$ cat src/design/igbc_pkg.sv
// Package for the gyro bias collector: word types, codes and fixed widths.
// Used by every module of the block; depends on nothing.
`timescale 1ns / 1ps
`default_nettype none
package igbc_pkg;

  localparam int SAMPLE_W       = 32;
  localparam int TEMP_W         = 16;
  localparam int OUT_CNT_W      = 20;
  localparam int CFG_W          = 31;
  localparam int CFG_IDX_W      = 3;
  localparam int COUNT_BITS_DEF = 20;
  localparam int NUM_AXES       = 3;

  localparam logic [15:0] ELAPSED_MAX = 16'hFFFF;

  localparam logic signed [TEMP_W-1:0] TEMP_LOW_BOUND  = -16'sd5120;
  localparam logic signed [TEMP_W-1:0] TEMP_HIGH_BOUND = 16'sd15360;

  localparam logic [2:0] ACT_START   = 3'd0;
  localparam logic [2:0] ACT_ACCEL   = 3'd1;
  localparam logic [2:0] ACT_GYRO    = 3'd2;
  localparam logic [2:0] ACT_TICK    = 3'd3;
  localparam logic [2:0] ACT_TIMEOUT = 3'd4;

  localparam logic [1:0] STAT_OK       = 2'd0;
  localparam logic [1:0] STAT_MOTION   = 2'd1;
  localparam logic [1:0] STAT_TIMEOUT  = 2'd2;
  localparam logic [1:0] STAT_TOO_FEW  = 2'd3;

  localparam logic [CFG_IDX_W-1:0] CFG_MAX_TIME    = 3'd0;
  localparam logic [CFG_IDX_W-1:0] CFG_MIN_TIME    = 3'd1;
  localparam logic [CFG_IDX_W-1:0] CFG_MIN_SAMPLES = 3'd2;
  localparam logic [CFG_IDX_W-1:0] CFG_ACC_LIMIT   = 3'd3;
  localparam logic [CFG_IDX_W-1:0] CFG_GYR_LIMIT   = 3'd4;
  localparam logic [CFG_IDX_W-1:0] CFG_SPAN_LIMIT  = 3'd5;

  typedef struct packed {
    logic [2:0]                 action;
    logic signed [SAMPLE_W-1:0] axis_x;
    logic signed [SAMPLE_W-1:0] axis_y;
    logic signed [SAMPLE_W-1:0] axis_z;
    logic signed [TEMP_W-1:0]   temperature;
    logic                       temp_present;
  } in_word_t;

  typedef struct packed {
    logic [1:0]                 status;
    logic signed [SAMPLE_W-1:0] bias_x;
    logic signed [SAMPLE_W-1:0] bias_y;
    logic signed [SAMPLE_W-1:0] bias_z;
    logic signed [TEMP_W-1:0]   mean_temp;
    logic                       mean_temp_valid;
    logic [14:0]                temp_span;
    logic [OUT_CNT_W-1:0]       samples_taken;
  } out_word_t;

  typedef struct packed {
    logic clear;
    logic seed_acc;
    logic upd_acc;
    logic seed_gyr;
    logic upd_gyr;
    logic accum;
  } lane_ctrl_t;

  typedef struct packed {
    logic acc_over;
    logic gyr_over;
  } lane_flags_t;

endpackage
`default_nettype wire

$ cat src/design/igbc_axis_lane.sv
// One axis lane: accel and gyro low/high trackers, span check, gyro sum.
// Depends on igbc_pkg.
`timescale 1ns / 1ps
`default_nettype none
module igbc_axis_lane import igbc_pkg::*; #(
  parameter int COUNT_BITS = COUNT_BITS_DEF
) (
  input  wire logic                                clk,
  input  wire lane_ctrl_t                          ctrl,
  input  wire logic signed [SAMPLE_W-1:0]          sample,
  input  wire logic [CFG_W-1:0]                    acc_limit,
  input  wire logic [CFG_W-1:0]                    gyr_limit,
  output lane_flags_t                              flags,
  output logic signed [SAMPLE_W+COUNT_BITS-1:0]    total
);

  localparam int TOT_W = SAMPLE_W + COUNT_BITS;

  logic signed [SAMPLE_W-1:0] acc_lo, acc_hi, gyr_lo, gyr_hi;
  logic signed [SAMPLE_W-1:0] acc_lo_next, acc_hi_next, gyr_lo_next, gyr_hi_next;
  logic [SAMPLE_W:0]          acc_span, gyr_span;

  always_comb begin
    acc_lo_next = (sample < acc_lo) ? sample : acc_lo;
    acc_hi_next = (sample > acc_hi) ? sample : acc_hi;
    gyr_lo_next = (sample < gyr_lo) ? sample : gyr_lo;
    gyr_hi_next = (sample > gyr_hi) ? sample : gyr_hi;
    acc_span = (SAMPLE_W+1)'(acc_hi_next) - (SAMPLE_W+1)'(acc_lo_next);
    gyr_span = (SAMPLE_W+1)'(gyr_hi_next) - (SAMPLE_W+1)'(gyr_lo_next);
    flags.acc_over = acc_span > (SAMPLE_W+1)'(acc_limit);
    flags.gyr_over = gyr_span > (SAMPLE_W+1)'(gyr_limit);
  end

  always_ff @(posedge clk) begin
    if (ctrl.seed_acc) begin
      acc_lo <= sample;
      acc_hi <= sample;
    end else if (ctrl.upd_acc) begin
      acc_lo <= acc_lo_next;
      acc_hi <= acc_hi_next;
    end
    if (ctrl.seed_gyr) begin
      gyr_lo <= sample;
      gyr_hi <= sample;
    end else if (ctrl.upd_gyr) begin
      gyr_lo <= gyr_lo_next;
      gyr_hi <= gyr_hi_next;
    end
    if (ctrl.clear) begin
      total <= '0;
    end else if (ctrl.accum) begin
      total <= total + TOT_W'(sample);
    end
  end

endmodule
`default_nettype wire

$ cat src/design/igbc_divider.sv
// Serial signed divider, one quotient bit a cycle, truncating toward zero.
// Depends on igbc_pkg for default widths only.
`timescale 1ns / 1ps
`default_nettype none
module igbc_divider import igbc_pkg::*; #(
  parameter int DW = SAMPLE_W + COUNT_BITS_DEF,
  parameter int CW = COUNT_BITS_DEF
) (
  input  wire logic                 clk,
  input  wire logic                 rst,
  input  wire logic                 start,
  input  wire logic signed [DW-1:0] dividend,
  input  wire logic [CW-1:0]        divisor,
  output logic                      busy,
  output logic signed [DW-1:0]      quotient
);

  localparam int CNT_W = $clog2(DW + 1);

  logic [DW-1:0]    q;
  logic [CW:0]      rem;
  logic [CW-1:0]    d;
  logic             neg;
  logic [CNT_W-1:0] cnt;
  logic [CW:0]      rem_sh;
  logic [DW-1:0]    mag;

  always_comb begin
    rem_sh   = {rem[CW-1:0], q[DW-1]};
    mag      = dividend[DW-1] ? DW'(-dividend) : DW'(dividend);
    quotient = neg ? -$signed(q) : $signed(q);
  end

  always_ff @(posedge clk) begin
    if (rst) begin
      busy <= 1'b0;
    end else if (start) begin
      busy <= 1'b1;
      q    <= mag;
      rem  <= '0;
      d    <= divisor;
      neg  <= dividend[DW-1];
      cnt  <= '0;
    end else if (busy) begin
      if (rem_sh >= {1'b0, d}) begin
        rem <= rem_sh - {1'b0, d};
        q   <= {q[DW-2:0], 1'b1};
      end else begin
        rem <= rem_sh;
        q   <= {q[DW-2:0], 1'b0};
      end
      cnt <= cnt + 1'b1;
      if (cnt == CNT_W'(DW - 1)) busy <= 1'b0;
    end
  end

endmodule
`default_nettype wire

$ cat src/design/imu_gyro_bias_collector_top.sv
// Top level of the gyro bias collector: run control, temperature tracking,
// three axis lanes, four dividers and the result register. Needs igbc_pkg.
//
//   channel | dir | handshake               | payload
//   in      | in  | in_valid / in_stall     | in_word  (in_word_t)
//   out     | out | out_valid / out_stall   | out_word (out_word_t)
//   cfg     | in  | cfg_wr_en               | cfg_index, cfg_data
//
// A finish with status ok runs the dividers, then loads the result register,
// with the input stalled meanwhile.
// While a result waits and a new run is armed, the input stalls.
// Reset is synchronous; no clearing pass follows it.
`timescale 1ns / 1ps
`default_nettype none
module imu_gyro_bias_collector_top import igbc_pkg::*; #(
  parameter int COUNT_BITS = COUNT_BITS_DEF
) (
  input  wire logic                 clk,
  input  wire logic                 rst,
  input  wire logic                 in_valid,
  output logic                      in_stall,
  input  wire in_word_t             in_word,
  output logic                      out_valid,
  input  wire logic                 out_stall,
  output out_word_t                 out_word,
  input  wire logic                 cfg_wr_en,
  input  wire logic [CFG_IDX_W-1:0] cfg_index,
  input  wire logic [CFG_W-1:0]     cfg_data
);

  localparam int TOT_W  = SAMPLE_W + COUNT_BITS;
  localparam int TTOT_W = TEMP_W + COUNT_BITS;

  typedef enum logic {ST_OPEN, ST_DIV} state_t;

  state_t state;

  logic [15:0]            cfg_max_time, cfg_min_time;
  logic [OUT_CNT_W-1:0]   cfg_min_samples;
  logic [CFG_W-1:0]       cfg_acc_limit, cfg_gyr_limit;
  logic [14:0]            cfg_span_limit;

  logic                     running, accel_seeded, gyro_seeded;
  logic signed [TTOT_W-1:0] temp_total;
  logic [COUNT_BITS-1:0]    temp_count, sample_count;
  logic                     temp_any, temp_reached;
  logic signed [TEMP_W-1:0] temp_low, temp_high;
  logic [15:0]              elapsed_ms;

  logic                     accept, is_sample, finish, sample_go, motion, room, tv;
  logic                     too_few, div_start, div_idle;
  logic signed [TEMP_W-1:0] t, tlo_next, thi_next;
  logic [TEMP_W:0]          tspan_next;
  lane_ctrl_t               ctrl;
  lane_flags_t              flags [NUM_AXES];
  logic [NUM_AXES-1:0]      acc_over, gyr_over;
  logic signed [SAMPLE_W-1:0] samp [NUM_AXES];
  logic signed [TOT_W-1:0]  totals [NUM_AXES];
  logic signed [TOT_W-1:0]  quots [NUM_AXES];
  logic signed [TTOT_W-1:0] tquot;
  logic [NUM_AXES:0]        busy;
  logic [OUT_CNT_W-1:0]     cnt_out;

  assign in_stall = (state == ST_DIV) || (out_valid && running);
  assign accept   = in_valid && !in_stall;
  assign samp[0]  = in_word.axis_x;
  assign samp[1]  = in_word.axis_y;
  assign samp[2]  = in_word.axis_z;
  assign cnt_out  = OUT_CNT_W'(sample_count);

  always_comb begin
    t          = in_word.temperature;
    tv         = in_word.temp_present && (t > TEMP_LOW_BOUND) && (t < TEMP_HIGH_BOUND);
    is_sample  = (in_word.action == ACT_ACCEL) || (in_word.action == ACT_GYRO);
    finish     = (elapsed_ms >= cfg_max_time) ||
                 ((elapsed_ms >= cfg_min_time) && temp_reached);
    sample_go  = accept && running && is_sample && !finish;
    for (int i = 0; i < NUM_AXES; i++) begin
      acc_over[i] = flags[i].acc_over;
      gyr_over[i] = flags[i].gyr_over;
    end
    motion     = (in_word.action == ACT_ACCEL) ? (|acc_over) : (|gyr_over);
    room       = sample_count != '1;
    too_few    = (sample_count == '0) ||
                 (32'(sample_count) < 32'(cfg_min_samples));
    div_start  = accept && running && is_sample && finish && !too_few;
    div_idle   = !(|busy);
    ctrl.clear    = accept && (in_word.action == ACT_START);
    ctrl.seed_acc = sample_go && (in_word.action == ACT_ACCEL) && !accel_seeded;
    ctrl.upd_acc  = sample_go && (in_word.action == ACT_ACCEL) && accel_seeded;
    ctrl.seed_gyr = sample_go && (in_word.action == ACT_GYRO) && !gyro_seeded;
    ctrl.upd_gyr  = sample_go && (in_word.action == ACT_GYRO) && gyro_seeded;
    ctrl.accum    = ctrl.upd_gyr && !motion && room;
    tlo_next   = (!temp_any || t < temp_low) ? t : temp_low;
    thi_next   = (!temp_any || t > temp_high) ? t : temp_high;
    tspan_next = (TEMP_W+1)'(thi_next) - (TEMP_W+1)'(tlo_next);
  end

  for (genvar g = 0; g < NUM_AXES; g++) begin : g_lane
    igbc_axis_lane #(.COUNT_BITS(COUNT_BITS)) u_lane (
      .clk       (clk),
      .ctrl      (ctrl),
      .sample    (samp[g]),
      .acc_limit (cfg_acc_limit),
      .gyr_limit (cfg_gyr_limit),
      .flags     (flags[g]),
      .total     (totals[g])
    );
    igbc_divider #(.DW(TOT_W), .CW(COUNT_BITS)) u_div (
      .clk      (clk),
      .rst      (rst),
      .start    (div_start),
      .dividend (totals[g]),
      .divisor  (sample_count),
      .busy     (busy[g]),
      .quotient (quots[g])
    );
  end

  igbc_divider #(.DW(TTOT_W), .CW(COUNT_BITS)) u_tdiv (
    .clk      (clk),
    .rst      (rst),
    .start    (div_start),
    .dividend (temp_total),
    .divisor  (temp_count),
    .busy     (busy[NUM_AXES]),
    .quotient (tquot)
  );

  always_ff @(posedge clk) begin
    if (rst) begin
      cfg_max_time    <= 16'd10000;
      cfg_min_time    <= 16'd5000;
      cfg_min_samples <= '0;
      cfg_acc_limit   <= '0;
      cfg_gyr_limit   <= '0;
      cfg_span_limit  <= '0;
    end else if (cfg_wr_en) begin
      unique case (cfg_index)
        CFG_MAX_TIME:    cfg_max_time    <= cfg_data[15:0];
        CFG_MIN_TIME:    cfg_min_time    <= cfg_data[15:0];
        CFG_MIN_SAMPLES: cfg_min_samples <= cfg_data[OUT_CNT_W-1:0];
        CFG_ACC_LIMIT:   cfg_acc_limit   <= cfg_data;
        CFG_GYR_LIMIT:   cfg_gyr_limit   <= cfg_data;
        CFG_SPAN_LIMIT:  cfg_span_limit  <= cfg_data[14:0];
        default: ;
      endcase
    end
  end

  always_ff @(posedge clk) begin
    if (rst) begin
      state        <= ST_OPEN;
      running      <= 1'b0;
      accel_seeded <= 1'b0;
      gyro_seeded  <= 1'b0;
      temp_total   <= '0;
      temp_count   <= '0;
      temp_any     <= 1'b0;
      temp_reached <= 1'b0;
      elapsed_ms   <= '0;
      sample_count <= '0;
      out_valid    <= 1'b0;
    end else begin
      if (out_valid && !out_stall) out_valid <= 1'b0;
      unique case (state)
        ST_OPEN: begin
          if (accept && in_word.action == ACT_START) begin
            running      <= 1'b1;
            accel_seeded <= 1'b0;
            gyro_seeded  <= 1'b0;
            temp_total   <= '0;
            temp_count   <= '0;
            temp_any     <= tv;
            temp_low     <= t;
            temp_high    <= t;
            temp_reached <= 1'b0;
            elapsed_ms   <= '0;
            sample_count <= '0;
          end else if (accept && running) begin
            case (in_word.action)
              ACT_TICK: begin
                if (elapsed_ms != ELAPSED_MAX) elapsed_ms <= elapsed_ms + 1'b1;
              end
              ACT_TIMEOUT: begin
                running   <= 1'b0;
                out_valid <= 1'b1;
                out_word  <= '{status: STAT_TIMEOUT, samples_taken: cnt_out, default: '0};
              end
              ACT_ACCEL, ACT_GYRO: begin
                if (finish) begin
                  running <= 1'b0;
                  if (too_few) begin
                    out_valid <= 1'b1;
                    out_word  <= '{status: STAT_TOO_FEW, samples_taken: cnt_out,
                                   default: '0};
                  end else begin
                    state <= ST_DIV;
                  end
                end else if (ctrl.seed_acc) begin
                  accel_seeded <= 1'b1;
                end else if (ctrl.seed_gyr) begin
                  gyro_seeded <= 1'b1;
                end else if (motion) begin
                  running   <= 1'b0;
                  out_valid <= 1'b1;
                  out_word  <= '{status: STAT_MOTION, samples_taken: cnt_out, default: '0};
                end else if (in_word.action == ACT_GYRO) begin
                  if (room) sample_count <= sample_count + 1'b1;
                  if (tv) begin
                    if (room) begin
                      temp_total <= temp_total + TTOT_W'(t);
                      temp_count <= temp_count + 1'b1;
                    end
                    temp_any  <= 1'b1;
                    temp_low  <= tlo_next;
                    temp_high <= thi_next;
                    if (tspan_next >= (TEMP_W+1)'(cfg_span_limit)) temp_reached <= 1'b1;
                  end
                end
              end
              default: ;
            endcase
          end
        end
        ST_DIV: begin
          if (div_idle) begin
            state     <= ST_OPEN;
            out_valid <= 1'b1;
            out_word.status          <= STAT_OK;
            out_word.bias_x          <= quots[0][SAMPLE_W-1:0];
            out_word.bias_y          <= quots[1][SAMPLE_W-1:0];
            out_word.bias_z          <= quots[2][SAMPLE_W-1:0];
            out_word.mean_temp       <= (temp_count != '0) ? tquot[TEMP_W-1:0] : '0;
            out_word.mean_temp_valid <= temp_count != '0;
            out_word.temp_span       <= temp_any ?
                                        15'(temp_high - temp_low) : '0;
            out_word.samples_taken   <= cnt_out;
          end
        end
        default: state <= ST_OPEN;
      endcase
    end
  end

endmodule
`default_nettype wire

$ cat config.mk
export PLATFORM = sky130hd
export DESIGN_NAME = imu_gyro_bias_collector_top
export DESIGN_NICKNAME = d
export VERILOG_FILES = /design/src/design/igbc_pkg.sv /design/src/design/igbc_axis_lane.sv /design/src/design/igbc_divider.sv /design/src/design/imu_gyro_bias_collector_top.sv
export SDC_FILE = /design/constraint.sdc
export NUM_CORES = 2
export LEC_CHECK = 0
export ABC_AREA = 1
export BUFFER_PORTS_ARGS = -buffer_cell sky130_fd_sc_hd__buf_2
export CORE_ASPECT_RATIO = 0.75
export CORE_UTILIZATION = 45
export CTS_CLUSTER_DIAMETER = 30
export DETAILED_ROUTE_END_ITERATION = 16
export GPL_ROUTABILITY_DRIVEN = 0
export RECOVER_POWER = 50
export SLEW_MARGIN = 20
export SYNTH_ARGS = -nofsm -noshare
export SYNTH_HDL_FRONTEND = slang
export SYNTH_SLANG_ARGS = --single-unit
$ cat constraint.sdc
create_clock -name clk -period 32.4 [get_ports clk]
set_input_delay 4.86 -clock clk [delete_from_list [all_inputs] [get_ports clk]]
set_output_delay 4.86 -clock clk [all_outputs]
set_load 0.05 [all_outputs]
==> results.md <==
- Status: finished, violations left
- Failing checks: max-capacitance violations, max-slew violations
- Max stage delay on crit path: about 6.1 ns
- Die height: 413 um
- Top cells by area, synth: edfxtp_1 (27%), ha_1 (14%), nand2_1 (10%)
- Unrepaired setup endpoints after global routing: false
- Slowest cell on the critical path: clkbuf_1
- Flop pwr share: between 20% and 30%
- Initial Utilization: between 40% and 50%
- Gr usage total: between 20% and 30%
- Share of synthesized registers carrying an async set or reset: 0%
- Register area share after synthesis: between 30% and 40%
- Final net count: between 10000 and 15000
- YS warnings: 0
- Seq cells post-synth: 1294
- Dpl cells: 16140
- Post-DP HPWL: about 260000 um
- Die Span X: about 550 um
- Initial antenna violation count: 32
- Final Cycle Share: 60.6%
- Sequential cell area: approximately 35000 um^2
- Final Hold Viols: 0
- CTS tree: built
- Multiplexer share of the synthesized area: 0%
- Synth Area in Compound Gates: a little under a fifth
- Post-CTS resize count: 0
- Pint: ~4.4 mW
- Antenna-violating nets left: 0
- Clk Latency, worst-skew pair: ~0.89 ns
- Clock skew: between 0.04 and 0.05 ns
- Worst relative slew slack: -500%
- Fillers: between 20000 and 25000
- Largest net degree at the start of global routing: about 230
- Static Leak: 51.7 nW
- Initial drt markers: around 11000
- Post-synthesis adder-cell area fraction: 14.6%
- Area leader, netlist: edfxtp_1
- Type of the tightest min-delay check: flip-flop to flip-flop
- Peak VDD IR: about 0.046 mV
- Top delay family on crit path: buffers and inverters
- Main synth FF type: edfxtp_1
- Port-buffer cells: 306
- Placed Area: between 100000 and 150000 um^2
- Critical Path Most Common Cell: clkbuf_1
- Worst EP arrival: about 20 ns
- Number of global-route vias before repair: 89107
- Max-slew violation count: 1329
- Avg Vias per Cell: between 5 and 6
- Yosys cell types: 77
- Core Area: 223000 um^2
- Switching fraction of total power: 28.9%
- Final min period: about 20 ns
- Sink Count: ~1300
- Post-Syn Instances: between 10000 and 15000
- Crit-path max FO: between 200 and 250
- DRC viols: 0
- Clock-pin slew on the worst setup and hold paths: approximately 0.050 ns
- Final setup violation count: 0
- PwrDens: ~53 nW/um^2
- Required time of the critical path: around 33 ns
- Area of the multi-input gates: slightly below 60000 um^2
- Slew @ Worst Pin: 8.99 ns
- Cell area after layout: roughly 120000 um^2
- First-pass GRT wire length: 524000 um
- Worst-path cell chain: clkbuf_1, inv_1, o211ai_1, nor2_1, inv_1, nor2_1, nand2_1, clkbuf_1, clkbuf_1, clkbuf_1, o31ai_1
- Crit path kind: flip-flop to flip-flop
- Hold_buf cts: 0
- Layout cell share with drive strength beyond 1: around 6.6%
- Cell area after synthesis: roughly 100000 um^2
- Wire per inst: a little over 20 um
- Setup_tns: 0 ns
- Setup Slack @ Placement: approximately 17 ns
- Mean Syn Cell Area: around 7.7 um^2
- Commonest non-fill, non-tap cell in the layout: nand2_1
- Critical path capture point type: flip-flop
- DR vias: about 95000
- Total CTS buffers: 329
- H-tree depth: 5
- Yosys top cell area share: between 20% and 30%
- Finished Layout Cells: 16752
- FP Rows: 150
- I/O pin count: a little over 300
- Setup ws final: ~13 ns
- Total power: 6.18 mW
- P_sw: approximately 1.8 mW
- Post-Synth XOR/XNOR Area: about 5.5%
- CTS Buffer Depth: 4
- Die area: between 200000 and 250000 um^2
- Combinational share of power: around 17%
- Crit path buf inv count: 6
- Post-Syn Nets: 14519
- Total routed wirelength: roughly 350000 um
- Simple-gate share of the synthesized area: 18.9%
- Router iterations before antenna repair: 7
- Setup bufs post-CTS: 0
- Fmax: 51.0 MHz
- Clock power frac: between 50% and 60%
- Syn-to-layout area delta: 14.9%
- Setup crit start kind: flip-flop
- Max-cap violations: 19
- Most frequent cells in the layout: nand2_1 (2777), inv_1 (1659), o21ai_0 (1491)
- Grt ovf: 0
- Clk Tree Root Cell: clkbuf_16
- EDFF count, synth: 906
- Largest family of logic cells by synthesized area: simple AND/OR/NAND/NOR gates
-- final cells by class --
type	count	area share (%)
Tap cell	2964	3.18
Timing Repair Buffer	369	1.49
Inverter	1680	5.43
Sequential cell	1294	30.0
Clock buffer	397	7.66
Antenna cell	16	0.0343
Multi-Input combinational cell	9833	50.2
Clock inverter	199	2.01
-- worst paths after layout --
kind | start | endpoint | slack (ns) | depth (start not counted)
max | state | g_lane[2].u_div.q[51] | 12.77 | 11
min | cfg_min_time[6] | cfg_min_time[6] | 0.46 | 2
max reg2reg | state | g_lane[2].u_div.q[51] | 12.77 | 11
min reg2reg | cfg_min_time[6] | cfg_min_time[6] | 0.46 | 2
-- layer usage --
metal	wire length, um	global-route usage (%)
met3	32200	5.63
met1	151000	40.4
met5	281	0
met4	17000	13.6
met2	148000	45.5
-- Yosys cell counts, drive strengths merged (67+ instances only) --
cell / instances
nand2: 2809
inv: 1670
o21ai: 1600
a21oi: 1294
ha: 1156
edfxtp: 906
nor2: 840
xor2: 456
dfxtp: 388
nand3: 312
clkbuf: 308
nor3: 264
xnor2: 181
nand4: 168
o21bai: 96
a31oi: 80
buf: 76
nor4: 73
a211oi: 67
-- worst min-delay path: stages (launching register included) --
cell     delay (ns)
dfxtp_1        0.29
inv_1          0.06
a21oi_1        0.06
-- metrics by stage --
stage | hold WS [ns] | util (%)
3_3_place_gp | 0.444 | 47.3
4_1_cts | 0.461 | 52.3
2_1_floorplan | 0.406 | -
5_1_grt | 0.484 | 52.2
6_report | 0.460 | 52.2
3_5_place_dp | 0.454 | 47.3
-- cell families after synthesis --
| kind of cell | Yosys count |
|---|---|
| buf+inv | 2065 |
| simple gates | 4575 |
| compound gates | 3449 |
| xor+xnor | 637 |
| flops | 1294 |
| fa+ha+maj | 1172 |
-- power groups by stage --
stage | Clock (mW) | Combinational, mW | Sequential (mW)
finish | 3.36 | 1.03 | 1.78
CTS | 3.39 | 1.01 | 1.78
global route | 3.47 | 1.14 | 1.78
floorplan | 0 | 0.677 | 1.81
global placement | 0 | 0.970 | 1.81
detailed placement | 0 | 0.998 | 1.81
-- sequential cells by signal (all words and copies together), names as in the netlist, 31 cells and up, named ones only --
register and flops:
g_lane.u_div.q 156, g_lane.u_lane.total 156, out_word 150, g_lane.u_lane.acc_lo 96, g_lane.u_lane.gyr_lo 96, g_lane.u_lane.acc_hi 92
g_lane.u_lane.gyr_hi 92, g_lane.u_div.rem 60, temp_total 36, u_tdiv.q 36, cfg_acc_limit 31, cfg_gyr_limit 31
(Power assumes the default switching activity.)
